[src/spq_pkg.sv]
// Shared types and codes for the sorted priority queue.
// Used by the cell, the top level and the checker; depends on nothing.
`default_nettype none

package spq_pkg;

	localparam int DATA_W = 32;

	typedef enum logic {
		OP_PUSH = 1'b0,
		OP_POP  = 1'b1
	} op_t;

	typedef enum logic [1:0] {
		ST_DONE  = 2'd0,
		ST_FULL  = 2'd1,
		ST_EMPTY = 2'd2
	} status_t;

	typedef struct packed {
		logic signed [DATA_W-1:0] value;
		logic signed [DATA_W-1:0] prio;
	} entry_t;

	// per-cycle command broadcast to every cell
	typedef struct packed {
		logic push;
		logic pop;
	} cell_ctl_t;

endpackage

`default_nettype wire

[src/spq_cell.sv]
// One slot of the sorted chain: holds an entry, compares it with the pushed
// priority and shifts with its neighbors. Depends on spq_pkg.
`default_nettype none

module spq_cell
	import spq_pkg::*;
(
	input  wire logic      clk,
	input  wire cell_ctl_t ctl,
	input  wire entry_t    new_entry,
	input  wire logic      occupied,
	input  wire logic      left_ge,
	input  wire entry_t    left_entry,
	input  wire entry_t    right_entry,
	output logic           ge,
	output entry_t         entry_q,
	output entry_t         entry_d
);

	// sorted descending, so ge is a prefix over the chain
	assign ge = occupied && (entry_q.prio >= new_entry.prio);

	always_comb begin
		entry_d = entry_q;
		if (ctl.push) begin
			if (!ge) begin
				entry_d = left_ge ? new_entry : left_entry;
			end
		end else if (ctl.pop) begin
			entry_d = right_entry;
		end
	end

	always_ff @(posedge clk) begin
		entry_q <= entry_d;
	end

endmodule

`default_nettype wire

[src/sorted_priority_queue_core.sv]
// Sorted priority queue: a row of CAPACITY cells kept in descending priority
// order, head in cell 0. Every cell compares its priority with the pushed one and
// shifts in the same cycle, so one push or pop word is taken per clock and its
// result word reaches the output register in the next cycle. The input stalls
// only while a result word is held because the output is stalled. Equal
// priorities leave in arrival order; a push when full or a pop when empty leaves
// the queue unchanged and reports it in status. No clearing pass after reset.
`default_nettype none

module sorted_priority_queue_core
	import spq_pkg::*;
#(
	parameter int CAPACITY = 16,
	parameter int CNT_W    = $clog2(CAPACITY + 1)
) (
	input  wire logic                     clk,
	input  wire logic                     arst_n,
	input  wire logic                     in_valid,
	output logic                          in_stall,
	input  wire logic                     kind,
	input  wire logic signed [DATA_W-1:0] item_value,
	input  wire logic signed [DATA_W-1:0] item_priority,
	output logic                          out_valid,
	input  wire logic                     out_stall,
	output logic signed [DATA_W-1:0]      head_value,
	output logic                          is_empty,
	output logic                          is_full,
	output logic [CNT_W-1:0]              entry_count,
	output logic [1:0]                    status
);

	localparam logic [CNT_W-1:0] CAP_CNT = CNT_W'(CAPACITY);

	logic [CNT_W-1:0] count_q;
	logic [CNT_W-1:0] count_d;
	logic             out_valid_q;
	logic             accept;
	logic             full_now;
	logic             empty_now;
	status_t          status_d;
	cell_ctl_t        ctl;
	entry_t           new_entry;
	entry_t           cell_q [CAPACITY];
	entry_t           cell_d [CAPACITY];
	logic             cell_ge [CAPACITY];
	logic signed [DATA_W-1:0] head_q;
	logic             empty_q;
	logic             full_q;
	logic [CNT_W-1:0] count_out_q;
	status_t          status_q;

	assign in_stall  = out_valid_q && out_stall;
	assign accept    = in_valid && !in_stall;
	assign full_now  = (count_q == CAP_CNT);
	assign empty_now = (count_q == '0);
	assign new_entry = '{value: item_value, prio: item_priority};

	always_comb begin
		ctl      = '0;
		status_d = ST_DONE;
		count_d  = count_q;
		if (kind == OP_PUSH) begin
			if (full_now) begin
				status_d = ST_FULL;
			end else begin
				ctl.push = accept;
				count_d  = count_q + 1'b1;
			end
		end else begin
			if (empty_now) begin
				status_d = ST_EMPTY;
			end else begin
				ctl.pop = accept;
				count_d = count_q - 1'b1;
			end
		end
	end

	for (genvar i = 0; i < CAPACITY; i++) begin : g_cell
		localparam logic [CNT_W-1:0] IDX = CNT_W'(i);
		logic   left_ge;
		entry_t left_entry;
		entry_t right_entry;

		if (i == 0) begin : g_first
			assign left_ge    = 1'b1;
			assign left_entry = '0;
		end else begin : g_mid
			assign left_ge    = cell_ge[i-1];
			assign left_entry = cell_q[i-1];
		end
		if (i == CAPACITY - 1) begin : g_last
			assign right_entry = '0;
		end else begin : g_inner
			assign right_entry = cell_q[i+1];
		end

		spq_cell u_cell (
			.clk        (clk),
			.ctl        (ctl),
			.new_entry  (new_entry),
			.occupied   (count_q > IDX),
			.left_ge    (left_ge),
			.left_entry (left_entry),
			.right_entry(right_entry),
			.ge         (cell_ge[i]),
			.entry_q    (cell_q[i]),
			.entry_d    (cell_d[i])
		);
	end

	always_ff @(posedge clk or negedge arst_n) begin
		if (!arst_n) begin
			count_q     <= '0;
			out_valid_q <= 1'b0;
		end else begin
			if (accept) begin
				count_q     <= count_d;
				out_valid_q <= 1'b1;
			end else if (!out_stall) begin
				out_valid_q <= 1'b0;
			end
		end
	end

	always_ff @(posedge clk) begin
		if (accept) begin
			head_q      <= (count_d == '0) ? '0 : cell_d[0].value;
			empty_q     <= (count_d == '0);
			full_q      <= (count_d == CAP_CNT);
			count_out_q <= count_d;
			status_q    <= status_d;
		end
	end

	assign out_valid   = out_valid_q;
	assign head_value  = head_q;
	assign is_empty    = empty_q;
	assign is_full     = full_q;
	assign entry_count = count_out_q;
	assign status      = status_q;

endmodule

`default_nettype wire

[config.mk]
export PLATFORM = sky130hd
export DESIGN_NAME = sorted_priority_queue_core
export DESIGN_NICKNAME = d
export VERILOG_FILES = /design/src/spq_pkg.sv /design/src/spq_cell.sv /design/src/sorted_priority_queue_core.sv
export SDC_FILE = /design/constraint.sdc
export NUM_CORES = 2
export LEC_CHECK = 0
export ABC_AREA = 1
export BUFFER_PORTS_ARGS = -buffer_cell sky130_fd_sc_hd__clkbuf_2
export CORE_ASPECT_RATIO = 0.6
export CORE_MARGIN = 4
export CORE_UTILIZATION = 45
export DETAILED_ROUTE_END_ITERATION = 12
export GPL_ROUTABILITY_DRIVEN = 0
export GPL_TIMING_DRIVEN = 1
export HOLD_SLACK_MARGIN = 0.02
export MAX_ROUTING_LAYER = met4
export PLACE_DENSITY = 0.67
export RECOVER_POWER = 50
export SYNTH_ARGS = -nofsm -noshare
export SYNTH_HDL_FRONTEND = slang
export SYNTH_SLANG_ARGS = --single-unit
[constraint.sdc]
create_clock -name clk -period 5.38 [get_ports clk]
set_input_delay 1.076 -clock clk [delete_from_list [all_inputs] [get_ports clk]]
set_output_delay 1.076 -clock clk [all_outputs]
set_load 0.01 [all_outputs]
* Yosys cells after proc, flatten, opt, wreduce, memory -nomap -nowiden *
Cells that the tools add are included.

operators by class
  $add $sub $neg = 2
  eq/ne operators = 19
  mux-type cells = 75
  order comparisons = 32
  reductions and logical operators = 38

operators by type and width
  kind                   number
  $mux W64               63
  $ge A32 B32 Y1         16
  $gt A5 B4 Y1 const B   8
  $ne A2 B2 Y1 const B   16
  $reduce_and A2 Y1      16
  $gt A5 B3 Y1 const B   4
  $logic_and A1 B1 Y1    18
  $mux W5                3
  $eq A5 B5 Y1 const B   2
  $gt A5 B1 Y1 const B   2
  $gt A5 B2 Y1 const B   2
  $logic_not A5 Y1       2
  $mux W1                7
  $add A5 B1 Y5 const B  1
  $sub A5 B1 Y5 const B  1
  $mux W2                2
  $ne A2 B1 Y1 const B   1
  $reduce_bool A2 Y1     1
  $logic_not A1 Y1       1

storage, ports and cells
  flip-flop bits (word level) = 1071
  word-level logic and storage cells = 205
  output and inout bits = 43
  bits of input ports = 69

* Depth between registers and ports, before layout *
  depth in word-level cells = 7
  mapped depth = 22
  gate-level depth less buffers = 20

* By module *
From an unflattened synthesis, not the netlist that was laid out.

second synthesis, totals
  cell total of the unflattened synthesis = 13284
  area total of the unflattened synthesis = 90973.5 um^2

modules (own cells, without submodules)
  module                            times used  cells each  area an instance (um^2)  seq. area each (um^2)
  spq_cell at g_cell[0].u_cell ...  9           811         5534.1                   1281.2
  spq_cell at g_cell[4].u_cell ...  6           825         5550.3                   1281.2
  spq_cell at g_cell[11].u_cell     1           812         5532.8                   1281.2
  sorted_priority_queue_core        1           223         2332.2                   1381.3

* Worst setup path before layout *
OpenSTA, ideal clock, no wires.

  path kind = input to register
  start point = input out_stall
  end point = register g_cell[12].u_cell.entry_q[0] in the netlist's numbering (enable)
  cell stages on the path = 10
  arrival time = 4.934 ns
  library setup time = 0.424 ns
  buffers on the path = 3
  data required time = 4.956 ns
  slack = 0.022 ns
  path through = nand2_1 -> inv_1 -> nor2_2 -> inv_1 -> nor2_2 -> buf_2 -> buf_2 -> buf_2 -> nand2_1 -> nand2_1

on the way
  cells in the longest elaborated chain, start to end = 7
  elaborated cells between the ends (all ways) = 10
  classes of those cells = eq/ne: 1; mux: 4; reduce/logical: 5

RTL lines
  element                                                              line                                                                source
  start: declaration                                                   sorted_priority_queue_core.sv:24                                    input wire logic out_stall,
  $logic_and A1 B1 Y1 *                                                sorted_priority_queue_core.sv:52                                    assign in_stall = out_valid_q && out_stall;
  via in_stall                                                         sorted_priority_queue_core.sv:19                                    output logic in_stall,
  $logic_not A1 Y1 *                                                   sorted_priority_queue_core.sv:53                                    assign accept = in_valid && !in_stall;
  $logic_and A1 B1 Y1 *                                                sorted_priority_queue_core.sv:53
  via accept                                                           sorted_priority_queue_core.sv:37                                    logic accept;
  $mux W1 (on tied branches)                                           sorted_priority_queue_core.sv:63, sorted_priority_queue_core.sv:70
  $mux W1                                                              sorted_priority_queue_core.sv:62                                    if (kind == OP_PUSH) begin
  $ne A2 B2 Y1 (no line) / $reduce_bool A2 Y1 (equally long branches)  n/a
  $reduce_and A2 Y1 (no line) *                                        n/a
  end signal: assignment                                               spq_cell.sv:35                                                      entry_q <= entry_d;
  end: declaration                                                     spq_cell.sv:16                                                      output entry_t entry_q,

Mark *: on every way through the listed nets, which the timed path passes. The rest lies on a longest branch.
A chain may end at the register's enable or synchronous reset.

==> run metrics <==
Hold Violations, Final=0; wire length on met3=27.7 mm; Clk Tree Root Cell=sky130_fd_sc_hd__clkbuf_16; first-pass GRT wire length=340 mm; worst clock skew=23.4 ps; clock tree from TritonCTS=yes; total via count in the routed design=63,100; Buffers & Inverters on Critical Path=4; via count of the first global-routing pass=56,800; setup TNS=0 ps; total iterations of the first detailed-routing run=6; sequential fraction of the synthesis area=0.445; placed wire-length estimate after detailed placement=150 mm; diodes inserted=0; Syn. warnings=0; top cells by count, synth=sky130_fd_sc_hd__nand2_1, sky130_fd_sc_hd__nand3_1, sky130_fd_sc_hd__edfxtp_1; placeable core area=158,000 µm²; arrival time reported for the critical path endpoint=5160 ps; CTS buffer count=109; count of nets after finishing=9,573; count of flip-flops with a built-in enable after synthesis=1,033; Crit. End Element=flip-flop; GRT Overall Usage=0.262; async set-reset flop share out of synthesis=0.00560; Resized cells post-CTS=0; antenna violations before repair=0; number of cells produced by synthesis=9,251; number of rows created at floorplan=113; Filler Cells Inserted=15,300; count of H-tree levels built during CTS=3; Tightest Hold Check Type=in2async; setup repair after global routing missed its margin=no; summed instance area of the synthesized netlist=71,600 µm²; biggest area consumer among synthesized cells=sky130_fd_sc_hd__edfxtp_1; min Tclk post-route=4670 ps; critical path's largest stage delay=1120 ps; synthesized net count=9,837; die extent in y=317 µm; Clock Sink Count=1,071; starting density of the core=0.453; count of different cell masters after synthesis=44; highest attainable clock frequency=214 MHz; total power density per cell area=478 nW/µm²; met2 routed WL=80.5 mm; crit-path cells=clkbuf_2 -> clkinv_1 -> ha_1 -> nand2_1 -> inv_1 -> nand3_1 -> nor4_1 -> nand2_1 -> nand2_1 -> nand2_1 -> nand3_1 -> clkbuf_2 -> nand3_1 -> nand3_1 -> nand2_1; largest net degree at the start of global routing=182; flip-flop and latch count after synthesis=1,071; wire length per cell after detailed routing=19.4 µm; crit path setup slack, layout=706 ps; type of element launching the critical path=input port; final critical-path share of the clock period=0.869; clock-pin slew reported for the worst setup and hold paths after clock tree synthesis=60 ps; maximum fanout along the worst path=64; share of final-layout standard cells stronger than drive strength 1=0.0433; Place WS=650 ps; mean post-synth cell area=7.73 µm²; sum of routed wire length over all layers=218 mm; number of top-level pins=112; cell with the most instances after synthesis=sky130_fd_sc_hd__nand2_1; leakage power total=35.8 nW; cells taking the most area after synthesis=sky130_fd_sc_hd__edfxtp_1, sky130_fd_sc_hd__nand2_1, sky130_fd_sc_hd__nand3_1; slew at the pin closest to its max-slew limit=3120 ps; required time reported for the critical path endpoint=5860 ps; DRC violations left=0; # port buffers=111; maxcap violations=4; area share of the leading cell type in the synthesized netlist=0.434; failing checks=capacitance limit, slew limit; Slew HR=-1.08; most frequent cell on the critical path=sky130_fd_sc_hd__nand2_1; floorplan die area=166,000 µm²; Die X=523 µm; setup violation total in the final timing report=0; Avg Vias per Cell=5.63; leading register cell type out of synthesis=sky130_fd_sc_hd__edfxtp_1; post-route ant nets=0; Max Root-Sink Buffers=3; layout overhead on the synthesized area=7.23%; buffer count from post-CTS setup fixing=0; maximum resistive drop on vdd=0.000427 V; uppermost signal routing layer after detailed routing=met4; met1 layer wirelength in the final routing=107 mm; grt total ovfl=0; startpoint-to-endpoint class of the critical path=in2reg; quantity of hold-fixing buffers added after cts=0; Max Slew Vio Count=209; critical path's slowest cell=sky130_fd_sc_hd__clkbuf_2; clock network latency to the later pin of the worst-skew pair=740 ps; outcome=complete, but fails checks; cell class contributing the biggest share of worst-path delay=buffers and inverters; number of DRC violations after detailed-routing iteration 0=9,722
cell families after synthesis:
| kind of cell | after synthesis | synth area share |
|---|---|---|
| DFF | 1071 | 0.445 |
| AOI/OAI and AO/OA | 806 | 0.0590 |
| adders and majority gates | 517 | 0.0904 |
| buffers and inverters | 1615 | 0.0936 |
| xor gates and xnor gates | 3 | 0.000472 |
| and+or+nand+nor | 5239 | 0.312 |
power breakdown:
| part | leakage, nW | total (mW) | internal [mW] | switching [mW] |
|---|---|---|---|---|
| logic | 23.9 | 15.4 | 4.25 | 11.2 |
| registers | 10.1 | 13.6 | 12.1 | 1.45 |
| clock network | 1.67 | 7.69 | 4.23 | 3.46 |
| total | 35.8 | 36.7 | 20.6 | 16.1 |
cells in the final DEF (no fill, tap or decap), drive strengths merged:
master   count
inv        961
a31oi        2
o21ai      246
dfrtp        6
a21boi       1
edfxtp    1033
o211ai      14
nand3     1826
buf        117
xor2         2
clkbuf     288
nand2b       1
clkinv      66
o31ai        1
a21o         4
ha         517
nor3        19
a211oi       1
xnor2        1
dfxtp       32
nor3b        1
nand2     3131
nand3b      20
a21oi      472
nand4       39
bufinv       8
nor4        15
a221oi       1
a2111oi      1
o21a        27
o21bai       3
o22ai       33
nor2       187
state kept, by name (all words and copies together) (netlist names):
register,flops
g_cell.u_cell.entry_q,1024
head_value,32
count_q,5
entry_count,5
status,2
is_empty,1
is_full,1
out_valid,1
final timing paths:
path | from | end | slack (ps) | cells past startpoint
worst max-delay path | item_priority[22] | g_cell[12].u_cell.entry_q[42] | 710 | 15
worst min-delay path | arst_n | count_q[3] | 230 | 1
worst max register to register | count_q[1] | g_cell[8].u_cell.entry_q[54] | 1270 | 10
worst min register to register | out_valid | out_valid | 500 | 2
max in group asynchronous | arst_n | count_q[0] | 4880 | 1
min in group clk | out_valid | out_valid | 500 | 2
per-layer routing:
| layer | track usage | up-vias |
|---|---|---|
| li1 | - | 30300 |
| met1 | 0.438 | 28700 |
| met4 | 0.0383 | 0 |
| met2 | 0.322 | 3839 |
| met5 | - | - |
| met3 | 0.0469 | 217 |
final cells by class:
| type | instances | area [µm²] | share of cell area |
|---|---|---|---|
| Multi-Input combinational cell | 6565 | 33100 | 0.432 |
| Clock inverter | 49 | 443 | 0.00577 |
| Timing Repair Buffer | 254 | 1990 | 0.0260 |
| Clock buffer | 151 | 2980 | 0.0388 |
| Tap cell | 2127 | 2660 | 0.0347 |
| Sequential cell | 1071 | 31800 | 0.415 |
| Inverter | 986 | 3710 | 0.0484 |
worst register-to-register path, delay by kind of cell, from the launching register on:
family	cells	cell delay, ps
fa+ha+maj	1	220
flops	1	470
simple gates	5	1390
buf+inv	4	1780
through the flow:
step / hold WS, ps / total power [mW] / cells / utilization / cell area [µm²]
after global placement: 473 / 28.4 / 11000 / 0.466 / 73600
after detailed placement: 501 / 28.9 / 11000 / 0.466 / 73600
after floorplan: 488 / 24.6 / 9251 / - / 71600
after CTS: 128 / 36.6 / 11200 / 0.488 / 77100
final: 233 / 36.7 / 11200 / 0.485 / 76700
after global routing: 218 / 39.1 / 11200 / 0.485 / 76700
Note: power is estimated with default switching activity, not from simulation.
